**src/rtl/core/spq_pkg.sv**
```systemverilog
// Package for the sorted priority queue: sizes, opcode and status codes,
// and the structs passed between the queue modules. No dependencies.
`timescale 1ns / 1ps
package spq_pkg;

    localparam int CAPACITY = 16;
    localparam int IW = (CAPACITY > 1) ? $clog2(CAPACITY) : 1;
    localparam int CW = $clog2(CAPACITY + 1);
    localparam int PW = 8;
    localparam int KW = 32;
    localparam logic [CW-1:0] CAP_C = CW'(CAPACITY);

    typedef enum logic [2:0] {
        OP_INSERT   = 3'd0,
        OP_DELETE   = 3'd1,
        OP_PEEK     = 3'd2,
        OP_LIST_ALL = 3'd3,
        OP_LIST_EQ  = 3'd4,
        OP_LIST_LE  = 3'd5,
        OP_CLEAR    = 3'd6
    } t_op;

    typedef enum logic [2:0] {
        ST_ENTRY     = 3'd0,
        ST_INSERTED  = 3'd1,
        ST_REMOVED   = 3'd2,
        ST_NOT_FOUND = 3'd3,
        ST_EMPTY     = 3'd4,
        ST_FULL      = 3'd5,
        ST_CLEARED   = 3'd6
    } t_status;

    typedef struct packed {
        logic p_eq;
        logic p_le;
        logic k_eq;
    } t_cmp;

    typedef struct packed {
        logic          en;
        logic [IW-1:0] addr;
        logic [PW-1:0] prio;
        logic [KW-1:0] key;
    } t_wr;

    typedef struct packed {
        t_status       status;
        logic [PW-1:0] prio;
        logic [KW-1:0] key;
        logic          last;
    } t_res;

    function automatic t_res mk_res(t_status st, logic [PW-1:0] p, logic [KW-1:0] k,
                                    logic l);
        t_res r;
        r.status = st;
        r.prio   = p;
        r.key    = k;
        r.last   = l;
        return r;
    endfunction

endpackage

```
**src/rtl/core/spq_store.sv**
```systemverilog
// Entry storage of the queue: priority and key arrays with one write port
// and one registered read port. Depends on spq_pkg.
`timescale 1ns / 1ps
module spq_store import spq_pkg::*; (
    input  logic          i_clk,
    input  t_wr           i_wr,
    input  logic [IW-1:0] i_rd_addr,
    output logic [PW-1:0] o_rd_prio,
    output logic [KW-1:0] o_rd_key
);

    logic [PW-1:0] mem_prio [CAPACITY];
    logic [KW-1:0] mem_key  [CAPACITY];
    logic [PW-1:0] r_rd_prio;
    logic [KW-1:0] r_rd_key;

    always_ff @(posedge i_clk) begin
        if (i_wr.en) begin
            mem_prio[i_wr.addr] <= i_wr.prio;
            mem_key[i_wr.addr]  <= i_wr.key;
        end
        r_rd_prio <= mem_prio[i_rd_addr];
        r_rd_key  <= mem_key[i_rd_addr];
    end

    assign o_rd_prio = r_rd_prio;
    assign o_rd_key  = r_rd_key;

endmodule

```
**src/rtl/core/spq_cmp.sv**
```systemverilog
// Shared compare unit: checks one stored entry against the request priority
// and key. Depends on spq_pkg.
`timescale 1ns / 1ps
module spq_cmp import spq_pkg::*; (
    input  logic [PW-1:0] i_ent_prio,
    input  logic [KW-1:0] i_ent_key,
    input  logic [PW-1:0] i_req_prio,
    input  logic [KW-1:0] i_req_key,
    output t_cmp          o_cmp
);

    always_comb begin
        o_cmp.p_eq = (i_ent_prio == i_req_prio);
        o_cmp.p_le = (i_ent_prio <= i_req_prio);
        o_cmp.k_eq = (i_ent_key == i_req_key);
    end

endmodule

```
**src/rtl/core/spq_ctrl.sv**
```systemverilog
// Sequencer of the queue: walks the stored entries one at a time through the
// store and the compare unit, and registers each result word. Depends on spq_pkg.
`timescale 1ns / 1ps
module spq_ctrl import spq_pkg::*; (
    input  logic          i_clk,
    input  logic          i_rst_n,
    input  logic          i_start,
    input  logic [2:0]    i_opcode,
    input  logic [PW-1:0] i_priority_req,
    input  logic [KW-1:0] i_entry_key,
    input  logic [PW-1:0] i_rd_prio,
    input  logic [KW-1:0] i_rd_key,
    input  t_cmp          i_cmp,
    output logic [PW-1:0] o_req_prio,
    output logic [KW-1:0] o_req_key,
    output logic [IW-1:0] o_rd_addr,
    output t_wr           o_wr,
    output logic          o_busy,
    output logic          o_strobe,
    output t_res          o_res
);

    typedef enum logic [2:0] {
        S_IDLE, S_RD, S_EV, S_PUT, S_SH_RD, S_SH_EV, S_FLUSH
    } t_state;

    t_state        r_state, n_state;
    t_op           r_op, n_op;
    logic [PW-1:0] r_pr, n_pr;
    logic [KW-1:0] r_key, n_key;
    logic [CW-1:0] r_idx, n_idx;
    logic [CW-1:0] r_cnt, n_cnt;
    logic          r_have, n_have;
    logic [PW-1:0] r_pend_prio, n_pend_prio;
    logic [KW-1:0] r_pend_key, n_pend_key;
    logic          r_valid, n_valid;
    t_res          r_res, n_res;

    logic          w_last_idx;
    logic          w_shift_end;
    logic          w_hit;
    logic [CW-1:0] w_addr;

    assign w_last_idx  = (({1'b0, r_idx} + (CW+1)'(1)) == {1'b0, r_cnt});
    assign w_shift_end = (({1'b0, r_idx} + (CW+1)'(2)) >= {1'b0, r_cnt});
    assign w_hit = (r_op == OP_LIST_ALL) || ((r_op == OP_LIST_EQ) && i_cmp.p_eq)
                   || ((r_op == OP_LIST_LE) && i_cmp.p_le);

    always_comb begin
        case (r_state)
            S_SH_RD: w_addr = r_idx + CW'(1);
            S_RD:    w_addr = (r_op == OP_INSERT) ? (r_idx - CW'(1)) : r_idx;
            default: w_addr = r_idx;
        endcase
    end

    assign o_rd_addr = w_addr[IW-1:0];

    always_comb begin
        n_state     = r_state;
        n_op        = r_op;
        n_pr        = r_pr;
        n_key       = r_key;
        n_idx       = r_idx;
        n_cnt       = r_cnt;
        n_have      = r_have;
        n_pend_prio = r_pend_prio;
        n_pend_key  = r_pend_key;
        n_valid     = 1'b0;
        n_res       = r_res;
        o_wr.en     = 1'b0;
        o_wr.addr   = r_idx[IW-1:0];
        o_wr.prio   = r_pr;
        o_wr.key    = r_key;
        case (r_state)
            S_IDLE: begin
                if (i_start) begin
                    n_op   = t_op'(i_opcode);
                    n_pr   = i_priority_req;
                    n_key  = i_entry_key;
                    n_idx  = '0;
                    n_have = 1'b0;
                    case (t_op'(i_opcode))
                        OP_INSERT: begin
                            if (r_cnt == CAP_C) begin
                                n_valid = 1'b1;
                                n_res   = mk_res(ST_FULL, '0, '0, 1'b1);
                            end else if (r_cnt == '0) begin
                                o_wr.en   = 1'b1;
                                o_wr.addr = '0;
                                o_wr.prio = i_priority_req;
                                o_wr.key  = i_entry_key;
                                n_cnt     = r_cnt + CW'(1);
                                n_valid   = 1'b1;
                                n_res     = mk_res(ST_INSERTED, '0, '0, 1'b1);
                            end else begin
                                n_idx   = r_cnt;
                                n_state = S_RD;
                            end
                        end
                        OP_DELETE, OP_PEEK, OP_LIST_ALL: begin
                            if (r_cnt == '0) begin
                                n_valid = 1'b1;
                                n_res   = mk_res(ST_EMPTY, '0, '0, 1'b1);
                            end else begin
                                n_state = S_RD;
                            end
                        end
                        OP_LIST_EQ, OP_LIST_LE: begin
                            if (r_cnt == '0) begin
                                n_valid = 1'b1;
                                n_res   = mk_res(ST_NOT_FOUND, '0, '0, 1'b1);
                            end else begin
                                n_state = S_RD;
                            end
                        end
                        OP_CLEAR: begin
                            n_cnt   = '0;
                            n_valid = 1'b1;
                            n_res   = mk_res(ST_CLEARED, '0, '0, 1'b1);
                        end
                        default: begin
                        end
                    endcase
                end
            end
            S_RD: begin
                n_state = S_EV;
            end
            S_EV: begin
                case (r_op)
                    OP_INSERT: begin
                        o_wr.en = 1'b1;
                        if (!i_cmp.p_le) begin
                            o_wr.prio = i_rd_prio;
                            o_wr.key  = i_rd_key;
                            n_idx     = r_idx - CW'(1);
                            n_state   = (r_idx == CW'(1)) ? S_PUT : S_RD;
                        end else begin
                            n_cnt   = r_cnt + CW'(1);
                            n_valid = 1'b1;
                            n_res   = mk_res(ST_INSERTED, '0, '0, 1'b1);
                            n_state = S_IDLE;
                        end
                    end
                    OP_DELETE: begin
                        if (i_cmp.p_eq && i_cmp.k_eq) begin
                            n_valid = 1'b1;
                            n_res   = mk_res(ST_REMOVED, r_pr, r_key, 1'b1);
                            if (w_last_idx) begin
                                n_cnt   = r_cnt - CW'(1);
                                n_state = S_IDLE;
                            end else begin
                                n_state = S_SH_RD;
                            end
                        end else if (w_last_idx) begin
                            n_valid = 1'b1;
                            n_res   = mk_res(ST_NOT_FOUND, '0, '0, 1'b1);
                            n_state = S_IDLE;
                        end else begin
                            n_idx   = r_idx + CW'(1);
                            n_state = S_RD;
                        end
                    end
                    OP_PEEK: begin
                        n_valid = 1'b1;
                        n_res   = mk_res(ST_ENTRY, i_rd_prio, i_rd_key, 1'b1);
                        n_state = S_IDLE;
                    end
                    default: begin
                        if (w_hit) begin
                            if (r_have) begin
                                n_valid = 1'b1;
                                n_res   = mk_res(ST_ENTRY, r_pend_prio, r_pend_key, 1'b0);
                            end
                            n_pend_prio = i_rd_prio;
                            n_pend_key  = i_rd_key;
                            n_have      = 1'b1;
                        end
                        if (w_last_idx) begin
                            n_state = S_FLUSH;
                        end else begin
                            n_idx   = r_idx + CW'(1);
                            n_state = S_RD;
                        end
                    end
                endcase
            end
            S_PUT: begin
                o_wr.en = 1'b1;
                n_cnt   = r_cnt + CW'(1);
                n_valid = 1'b1;
                n_res   = mk_res(ST_INSERTED, '0, '0, 1'b1);
                n_state = S_IDLE;
            end
            S_SH_RD: begin
                n_state = S_SH_EV;
            end
            S_SH_EV: begin
                o_wr.en   = 1'b1;
                o_wr.prio = i_rd_prio;
                o_wr.key  = i_rd_key;
                n_idx     = r_idx + CW'(1);
                if (w_shift_end) begin
                    n_cnt   = r_cnt - CW'(1);
                    n_state = S_IDLE;
                end else begin
                    n_state = S_SH_RD;
                end
            end
            S_FLUSH: begin
                n_valid = 1'b1;
                if (r_have) begin
                    n_res = mk_res(ST_ENTRY, r_pend_prio, r_pend_key, 1'b1);
                end else if (r_op == OP_LIST_ALL) begin
                    n_res = mk_res(ST_EMPTY, '0, '0, 1'b1);
                end else begin
                    n_res = mk_res(ST_NOT_FOUND, '0, '0, 1'b1);
                end
                n_state = S_IDLE;
            end
            default: begin
                n_state = S_IDLE;
            end
        endcase
    end

    always_ff @(posedge i_clk) begin
        if (!i_rst_n) begin
            r_state <= S_IDLE;
            r_cnt   <= '0;
            r_have  <= 1'b0;
            r_valid <= 1'b0;
        end else begin
            r_state     <= n_state;
            r_op        <= n_op;
            r_pr        <= n_pr;
            r_key       <= n_key;
            r_idx       <= n_idx;
            r_cnt       <= n_cnt;
            r_have      <= n_have;
            r_pend_prio <= n_pend_prio;
            r_pend_key  <= n_pend_key;
            r_valid     <= n_valid;
            r_res       <= n_res;
        end
    end

    assign o_req_prio = r_pr;
    assign o_req_key  = r_key;
    assign o_busy     = (r_state != S_IDLE);
    assign o_strobe   = r_valid;
    assign o_res      = r_res;

endmodule

```
**src/rtl/core/sorted_priority_queue.sv**
```systemverilog
// Sorted priority queue: one word in, a walk over the stored entries, one or more words out.
// Insert walks down from the last stored entry, delete and the lists walk up from the first one,
// peek reads only the first; clear, full insert and empty cases answer the next cycle and stay ready.
// The bound is the single read port of the entry store: each entry is read, then evaluated.
// Results appear as one-cycle strobes and cannot be stalled; i_rst_n (synchronous) empties
// the queue and returns the sequencer to idle.
`timescale 1ns / 1ps
module sorted_priority_queue import spq_pkg::*; (
    input  logic          i_clk,
    input  logic          i_rst_n,
    input  logic          start,
    output logic          busy,
    input  logic [2:0]    i_opcode,
    input  logic [PW-1:0] i_priority_req,
    input  logic [KW-1:0] i_entry_key,
    output logic          o_strobe,
    output logic [2:0]    o_status,
    output logic [PW-1:0] o_out_priority,
    output logic [KW-1:0] o_out_key,
    output logic          o_last
);

    logic [PW-1:0] w_rd_prio;
    logic [KW-1:0] w_rd_key;
    logic [PW-1:0] w_req_prio;
    logic [KW-1:0] w_req_key;
    logic [IW-1:0] w_rd_addr;
    t_wr           w_wr;
    t_cmp          w_cmp;
    t_res          w_res;

    spq_store u_store (
        .i_clk     (i_clk),
        .i_wr      (w_wr),
        .i_rd_addr (w_rd_addr),
        .o_rd_prio (w_rd_prio),
        .o_rd_key  (w_rd_key)
    );

    spq_cmp u_cmp (
        .i_ent_prio (w_rd_prio),
        .i_ent_key  (w_rd_key),
        .i_req_prio (w_req_prio),
        .i_req_key  (w_req_key),
        .o_cmp      (w_cmp)
    );

    spq_ctrl u_ctrl (
        .i_clk          (i_clk),
        .i_rst_n        (i_rst_n),
        .i_start        (start),
        .i_opcode       (i_opcode),
        .i_priority_req (i_priority_req),
        .i_entry_key    (i_entry_key),
        .i_rd_prio      (w_rd_prio),
        .i_rd_key       (w_rd_key),
        .i_cmp          (w_cmp),
        .o_req_prio     (w_req_prio),
        .o_req_key      (w_req_key),
        .o_rd_addr      (w_rd_addr),
        .o_wr           (w_wr),
        .o_busy         (busy),
        .o_strobe       (o_strobe),
        .o_res          (w_res)
    );

    assign o_status       = w_res.status;
    assign o_out_priority = w_res.prio;
    assign o_out_key      = w_res.key;
    assign o_last         = w_res.last;

endmodule

```
**config.mk**
```make
export PLATFORM = sky130hd
export DESIGN_NAME = sorted_priority_queue
export DESIGN_NICKNAME = d
export VERILOG_FILES = /design/src/rtl/core/spq_pkg.sv /design/src/rtl/core/spq_store.sv /design/src/rtl/core/spq_cmp.sv /design/src/rtl/core/spq_ctrl.sv /design/src/rtl/core/sorted_priority_queue.sv
export SDC_FILE = /design/constraint.sdc
export NUM_CORES = 1
export LEC_CHECK = 0
export BUFFER_PORTS_ARGS = -buffer_cell sky130_fd_sc_hd__buf_2
export CORE_MARGIN = 5
export CORE_UTILIZATION = 25
export CTS_BUF_LIST = sky130_fd_sc_hd__clkbuf_4 sky130_fd_sc_hd__clkbuf_8
export CTS_CLUSTER_SIZE = 25
export DETAILED_ROUTE_END_ITERATION = 10
export GPL_ROUTABILITY_DRIVEN = 0
export SYNTH_ARGS = -nofsm -noshare
export SYNTH_HDL_FRONTEND = slang
export SYNTH_HIERARCHICAL = 1
export SYNTH_SLANG_ARGS = --single-unit
export TNS_END_PERCENT = 30
```
**constraint.sdc**
```tcl
create_clock -name i_clk -period 21.4 [get_ports i_clk]
set_input_delay 1.07 -clock i_clk [delete_from_list [all_inputs] [get_ports i_clk]]
set_output_delay 1.07 -clock i_clk [all_outputs]
set_load 0.03 [all_outputs]
```
==> metrics.md, run 1 <==
| Metric | Value |
|---|---|
| Slew @ Worst Pin | `1.30 ns` |
| Pre-CTS setup slack | `16.71 ns` |
| CTS tree | `built` |
| Leakage power total | `roughly 12 nW` |
| DR vias/cell | `4.78` |
| Total negative slack | `0 ns` |
| Post-Syn Instances | `1,750` |
| Hold Path Class | `register to register` |
| Num Clock Sinks | `822` |
| Cells after DPL | `3,525` |
| IO Pins | `92` |
| Die W | `approximately 370 µm` |
| CP Max Fanout | `41` |
| Postcts setup bufs | `0` |
| CP Buf/Inv Count | `1` |
| Final WL | `88,200 µm` |
| Critical path's slowest cell | `nor4_1` |
| I/O Buffers | `91` |
| Slew Limit Fails | `0` |
| Worst path max stage delay | `0.84 ns` |
| Layout cells sized above 1 | `23.8%` |
| Reg clk slew, reported paths | `0.07 ns` |
| Final setup margin | `between 15 and 20 ns` |
| Post-synthesis sequential area ratio | `around 74%` |
| First-pass GRT wire length | `126,000 µm` |
| Worst Path Arrival | `5.09 ns` |
| Hold Vio Cnt, Final | `0` |
| Final Hold Slack | `0.500 ns` |
| Final Cycle Share | `21.9%` |
| Worst-Skew Late Latency | `0.73 ns` |
| Vias in the first global route | `17,600` |
| Post-synth EDFFs | `772` |
| Crit-path cells | `xor2_1 > nor4_1 > nand4_1 > nor2_1 > nand3_1 > nor3_2 > buf_4 > a22oi_1 > o21ai_0` |
| Initial antenna violation count | `16` |
| FP Rows | `133` |
| Synth-to-layout area growth | `15.2%` |
| DIE AREA | `0.139 mm²` |
| Clk root buf | `clkbuf_8` |
| Final nets | `1,954` |
| Achievable Freq | `214 MHz` |
| Overall routing resource usage | `12.4%` |
| Family with the most delay on the worst path | `simple AND/OR/NAND/NOR gates` |
| Placed Area | `0.0353 mm²` |
| Hold Buf Count CTS | `0` |
| FFs w/ async S/R, synth | `0%` |
| Resized cells post-CTS | `0` |
| Non-filler instance count after layout | `about 3,700` |
| Outcome | `finished clean` |
| Largest area contributor in the netlist | `edfxtp_1` |
| Maximum vdd drop | `~0.046 mV` |
| DR vias | `between 15,000 and 20,000` |
| Post-detail-place hpwl | `45,200 µm` |
| Starting density of the core | `25.0%` |
| Req. time, crit path | `21.81 ns` |
| R2r setup slk | `16.72 ns` |
| Layout Cell Area excl Fill | `0.0378 mm²` |
| H-tree depth | `3` |
| Worst setup SP type | `register` |
| Net Count, Synth | `1,817` |
| RSZ-0062 raised after global routing | `no` |
| DRT iter0 DRCs | `2,121` |
| Largest net degree at the start of global routing | `144` |
| Critical path endpoint category | `register` |
| Chip height | `about 370 µm` |
| Core area | `0.131 mm²` |
| Setup CP Type | `register to register` |
| TritonCTS buffer count | `~120` |
| Post-Syn Area per Cell | `18.7 µm²` |
| CTS max path bufs | `3` |
| Mapped cell area | `0.0328 mm²` |
| DRT Pass-1 Iters | `8` |
| Netlist cell types | `66` |
| Max Cap Violations | `0` |
| Ranking of synthesized cells by area | `edfxtp_1 (71%), mux4_2 (6.9%), mux4_1 (4.8%)` |
| Overflow after GRT | `0` |
| Pwr dens | `86.6 mW/mm²` |
| DRC viols | `0` |
| Final ANT Viol Nets | `0` |
| Synthesis-stage register bit count | `822` |
| Worst slew margin | `12.6%` |
| Routed length per instance | `roughly 24 µm` |
| Clk_skew | `0.0293 ns` |
| Post-synth top area share | `70.7%` |
| Synth warnings | `6` |
| Minimum clock period | `4.68 ns` |
| Main synth FF type | `edfxtp_1` |
| Final setup violating endpoints | `0` |
where the power goes:
part | switching [mW] | internal [mW]
Sequential | 0.0207 | 1.78
Combinational | 0.114 | 0.0589
Clock | 0.599 | 0.694
Total | 0.734 | 2.54
metrics by stage:
| step | util, % | power (mW) |
|---|---|---|
| 6_report | 28.8 | 3.27 |
| 5_1_grt | 28.8 | 3.39 |
| 4_1_cts | 28.8 | 3.30 |
| 3_5_place_dp | 27.0 | 2.01 |
| 3_3_place_gp | 27.0 | 2.01 |
| 2_1_floorplan | - | 1.95 |
registers in the layout, summed over array words and instances, names as in the netlist:
signal / count
u_ctrl/r_have: 1
u_ctrl/r_state: 3
u_ctrl/o_req_key: 32
u_ctrl/o_req_prio: 8
u_ctrl/r_op: 3
u_ctrl/r_cnt: 5
u_store/o_rd_prio: 8
u_ctrl/r_pend_key: 32
u_store/o_rd_key: 32
u_ctrl/r_idx: 5
u_store/mem_prio: 128
u_store/mem_key: 512
u_ctrl/o_strobe: 1
u_ctrl/r_pend_prio: 8
u_ctrl/o_res: 44
cell usage after synthesis (all sizes together), types with 2 or more instances:
| master | n |
|---|---|
| a222oi | 40 |
| nand3 | 23 |
| nor4 | 10 |
| a31oi | 4 |
| a221oi | 3 |
| nand4 | 4 |
| a221o | 3 |
| inv | 61 |
| or3b | 2 |
| nand2b | 4 |
| nor3b | 6 |
| xor2 | 38 |
| o31a | 3 |
| nor3 | 12 |
| and3 | 3 |
| nor2 | 40 |
| o221ai | 3 |
| o31ai | 4 |
| a21oi | 22 |
| buf | 40 |
| or3 | 4 |
| mux2i | 4 |
| a32oi | 2 |
| xnor2 | 8 |
| nand4b | 2 |
| and2 | 3 |
| clkbuf | 66 |
| dfxtp | 50 |
| a22oi | 121 |
| nand2 | 119 |
| edfxtp | 772 |
| ha | 21 |
| a2111oi | 2 |
| mux4 | 160 |
| o21a | 3 |
| nor2b | 8 |
| nand3b | 6 |
| o21ai | 55 |
worst register-to-register path, delay by kind of cell, from the launching register on:
family                    cells  cell delay (ns)
and+or+nand+nor               5             2.28
xor gates and xnor gates      1             0.28
AOI/OAI and AO/OA             2             0.79
DFF                           1             0.42
buffers and inverters         1             0.60
layout make-up:
| class | count | area, µm² |
|---|---|---|
| timing repair buffer | 126 | 743 |
| sequential | 822 | 24200 |
| multi-input combinational | 761 | 7950 |
| clock buffer | 187 | 2270 |
| inverter | 61 | 229 |
| fill | 12900 | 93200 |
| tap | 1755 | 2200 |
| antenna | 1 | 2.50 |
| clock inverter | 28 | 204 |
routing by layer:
metal  wire length [µm]  vias to the layer above  track usage, %
met3               9390                      154            3.53
met2              38300                      955            18.3
met4               1660                        0            2.59
met5                  0                        -               0
met1              38800                     9289            18.2
li1                   -                     7484               -
cells in the final DEF (no fill, tap or decap), types with 11 or more instances in the layout:
master,count
ha_1,21
clkinv_2,11
clkbuf_8,138
buf_2,91
a21oi_1,21
o21ai_0,52
dfxtp_1,50
mux4_1,60
mux4_2,100
a22oi_1,121
edfxtp_1,772
nor2_4,13
a222oi_1,40
buf_4,33
xor2_1,38
nand3_1,23
nand2_1,117
inv_1,61
clkbuf_4,49
nor2_1,26
cells by family after synthesis:
family	share of synthesized area [%]
buffers and inverters	2.65
AO/OA/AOI/OAI	6.22
flip-flops	73.7
XOR/XNOR	1.23
adder cells (fa/ha/maj)	0.801
multiplexers	11.8
AND/OR/NAND/NOR	3.55
worst paths after layout:
kind                        start               endpoint  depth (start not counted)
max          u_ctrl/o_req_key[17]       u_ctrl/o_res[25]                          9
min          u_store/o_rd_prio[5]  u_ctrl/r_pend_prio[5]                          0
max reg2reg  u_ctrl/o_req_key[17]       u_ctrl/o_res[25]                          9
min reg2reg  u_store/o_rd_prio[5]  u_ctrl/r_pend_prio[5]                          0
No activity file was read; power rests on OpenSTA's default activity.
==> run 2, diff against run 1 <==
- ABC_AREA: default -> 1
- clock period: 21.4 -> 4.15 ns (I/O delays scaled with it)
==> metrics.md, run 2 <==
| Metric | Value |
|---|---|
| Minimum clock period | `~3.3 ns` |
| FILL cells | `15,000` |
| Slew @ Worst Pin | `roughly 0.97 ns` |
| CTS tree | `built` |
| Largest reg by FF count | `u_store/mem_key` |
| Routed length per instance | `17.4 µm` |
| Post-synth EDFFs | `772` |
| Commonest non-fill, non-tap cell in the layout | `nand2_1` |
| Pwr dens | `570 mW/mm²` |
| Max Cap Violations | `0` |
| First-pass GRT wire length | `152,000 µm` |
| Final nets | `approximately 3,800` |
| Worst Path Arrival | `3.94 ns` |
| RSZ-0062 raised after global routing | `no` |
| DRT iter0 DRCs | `approximately 2,400` |
| Comb power frac | `approximately 28%` |
| Net Switching | `8.57 mW` |
| Initial antenna violation count | `3` |
| Resized cells post-CTS | `0` |
| Hold Vio Cnt, Final | `0` |
| Max reg flops | `between 500 and 600` |
| Core area | `0.146 mm²` |
| Clk_skew | `0.0346 ns` |
| Seq pwr share | `45.0%` |
| Switching Fraction | `about a third` |
| Post-detail-place hpwl | `between 50,000 and 60,000 µm` |
| Final core utilization | `29.2%` |
| I/O Buffers | `91` |
| Hold Path Class | `input pin to register` |
| Ranking of synthesized cells by area | `edfxtp_1 (63%), nand2_1 (11%), nand3_1 (7.0%)` |
| FP Rows | `140` |
| Final WL | `100,000 µm` |
| Outcome | `finished clean` |
| CP Buf/Inv Count | `2` |
| Maximum vdd drop | `~0.4 mV` |
| Chip height | `394 µm` |
| Post-Syn Instances | `roughly 3,600` |
| Die W | `394 µm` |
| Synthesis-stage register bit count | `822` |
| H-tree depth | `4` |
| TritonCTS buffer count | `130` |
| Main synth FF type | `edfxtp_1` |
| Netlist cell types | `47` |
| Setup CP Type | `register to register` |
| Overflow after GRT | `0` |
| Critical path endpoint category | `register` |
| Clk root buf | `clkbuf_8` |
| Req. time, crit path | `4.75 ns` |
| Worst slew margin | `35.4%` |
| Most frequent cells after synthesis | `nand2_1 (1,072), edfxtp_1 (772), inv_1 (660)` |
| Most common cell in the netlist | `nand2_1` |
| Mapped cell area | `0.0368 mm²` |
| Total negative slack | `0 ns` |
| CTS max path bufs | `3` |
| Vias in the first global route | `24,200` |
| CP Max Fanout | `30` |
| FFs w/ async S/R, synth | `0%` |
| Net Count, Synth | `between 3,000 and 4,000` |
| DR vias/cell | `about 4.4` |
| Layout cells sized above 1 | `12.4%` |
| Slew Limit Fails | `0` |
| Post-synth top area share | `63.0%` |
| Final Cycle Share | `80.5%` |
| Worst-Skew Late Latency | `0.79 ns` |
| Synth-to-layout area growth | `16.1%` |
| DRC viols | `0` |
| Leakage power total | `17.7 nW` |
| Family with the most delay on the worst path | `simple AND/OR/NAND/NOR gates` |
| Cell internal pwr | `15.8 mW` |
| Final Hold Slack | `0.169 ns` |
| Achievable Freq | `299 MHz` |
| Num Clock Sinks | `between 800 and 900` |
| Worst path max stage delay | `0.62 ns` |
| Overall routing resource usage | `between 10% and 20%` |
| DRT Pass-1 Iters | `5` |
| DIE AREA | `0.155 mm²` |
| Final ANT Viol Nets | `0` |
| Final setup violating endpoints | `0` |
| Reg clk slew, reported paths | `0.06 ns` |
| Critical path's slowest cell | `edfxtp_1` |
| Starting density of the core | `25.2%` |
| Most frequent cells in the layout | `nand2_1 (1,071), edfxtp_1 (772), inv_1 (658), nand3_1 (517), clkbuf_8 (138)` |
| Synth warnings | `6` |
| Largest net degree at the start of global routing | `about 160` |
| Worst setup SP type | `register` |
| DR vias | `25,200` |
| Crit-path cells | `inv_1 > ha_1 > or2_2 > nand3_1 > o21ai_0 > o221ai_4 > buf_4 > nand3_1 > nand3_1 > nand2_1` |
| Clock power share | `27.2%` |
| Post-synthesis sequential area ratio | `65.7%` |
| Most used cell, CP | `nand3_1` |
| Post-Syn Area per Cell | `10.2 µm²` |
| Largest area contributor in the netlist | `edfxtp_1` |
| IO Pins | `92` |
run 2: final timing paths:
kind	start	to	slack, ns	cells after the start
max reg2reg	u_ctrl/r_idx[0]	u_store/o_rd_key[31]	0.81	10
min	i_entry_key[18]	u_ctrl/o_req_key[18]	0.17	2
max	u_ctrl/r_idx[0]	u_store/o_rd_key[31]	0.81	10
min reg2reg	u_store/o_rd_key[1]	u_ctrl/r_pend_key[1]	0.49	0
run 2: power by group through the flow:
stage          Combinational (mW)  Clock [mW]  Sequential [mW]
6_report                     6.79        6.63             11.0
5_1_grt                      7.43        7.20             11.0
2_1_floorplan                4.31           0             11.2
3_3_place_gp                 6.68           0             11.1
4_1_cts                      6.79        6.80             10.9
3_5_place_dp                 6.74           0             11.1
run 2: cell families (layout without fill, tap and decap cells):
family                   after synthesis  after routing  synth area share (%)
other                                  0              1                     0
buffers and inverters                841           1107                  9.61
AND/OR/NAND/NOR                     1733           1733                  20.0
flip-flops                           822            822                  65.7
adder cells (fa/ha/maj)               21             21                 0.714
AO/OA/AOI/OAI                        173            173                  3.75
XOR/XNOR                              11             11                 0.262
run 2: timing repair:
action                                 in CTS  in global routing
endpoints found under the hold margin     354                  0
hold buffers                               45                  0
setup buffers                               0                  0
run 2: cell type report:
cell class	count	area, µm²	share of cell area (%)
Sequential cell	822	24200	56.6
Multi-Input combinational cell	1938	9320	21.8
Inverter	678	2560	6.00
Tap cell	1917	2400	5.61
Clock buffer	187	2270	5.31
Timing Repair Buffer	200	1770	4.15
Clock inverter	42	220	0.515
Antenna cell	1	2.50	0.00586
run 2: per-layer routing:
layer	share of wire [%]	GRT usage, %
met1	41	16.0
met2	50	22.0
met3	6.5	2.35
met4	2.6	3.85
met5	0	0
run 2: stage by stage:
stage / setup WS [ns] / cell area, µm² / cells / power [mW]
2_1_floorplan: -0.0316 / 36800 / 3601 / 15.5
3_3_place_gp: 0.819 / 39800 / 5510 / 17.8
3_5_place_dp: 0.838 / 39800 / 5510 / 17.9
4_1_cts: 0.818 / 42700 / 5784 / 24.5
5_1_grt: 0.625 / 42700 / 5785 / 25.6
6_report: 0.808 / 42700 / 5785 / 24.4
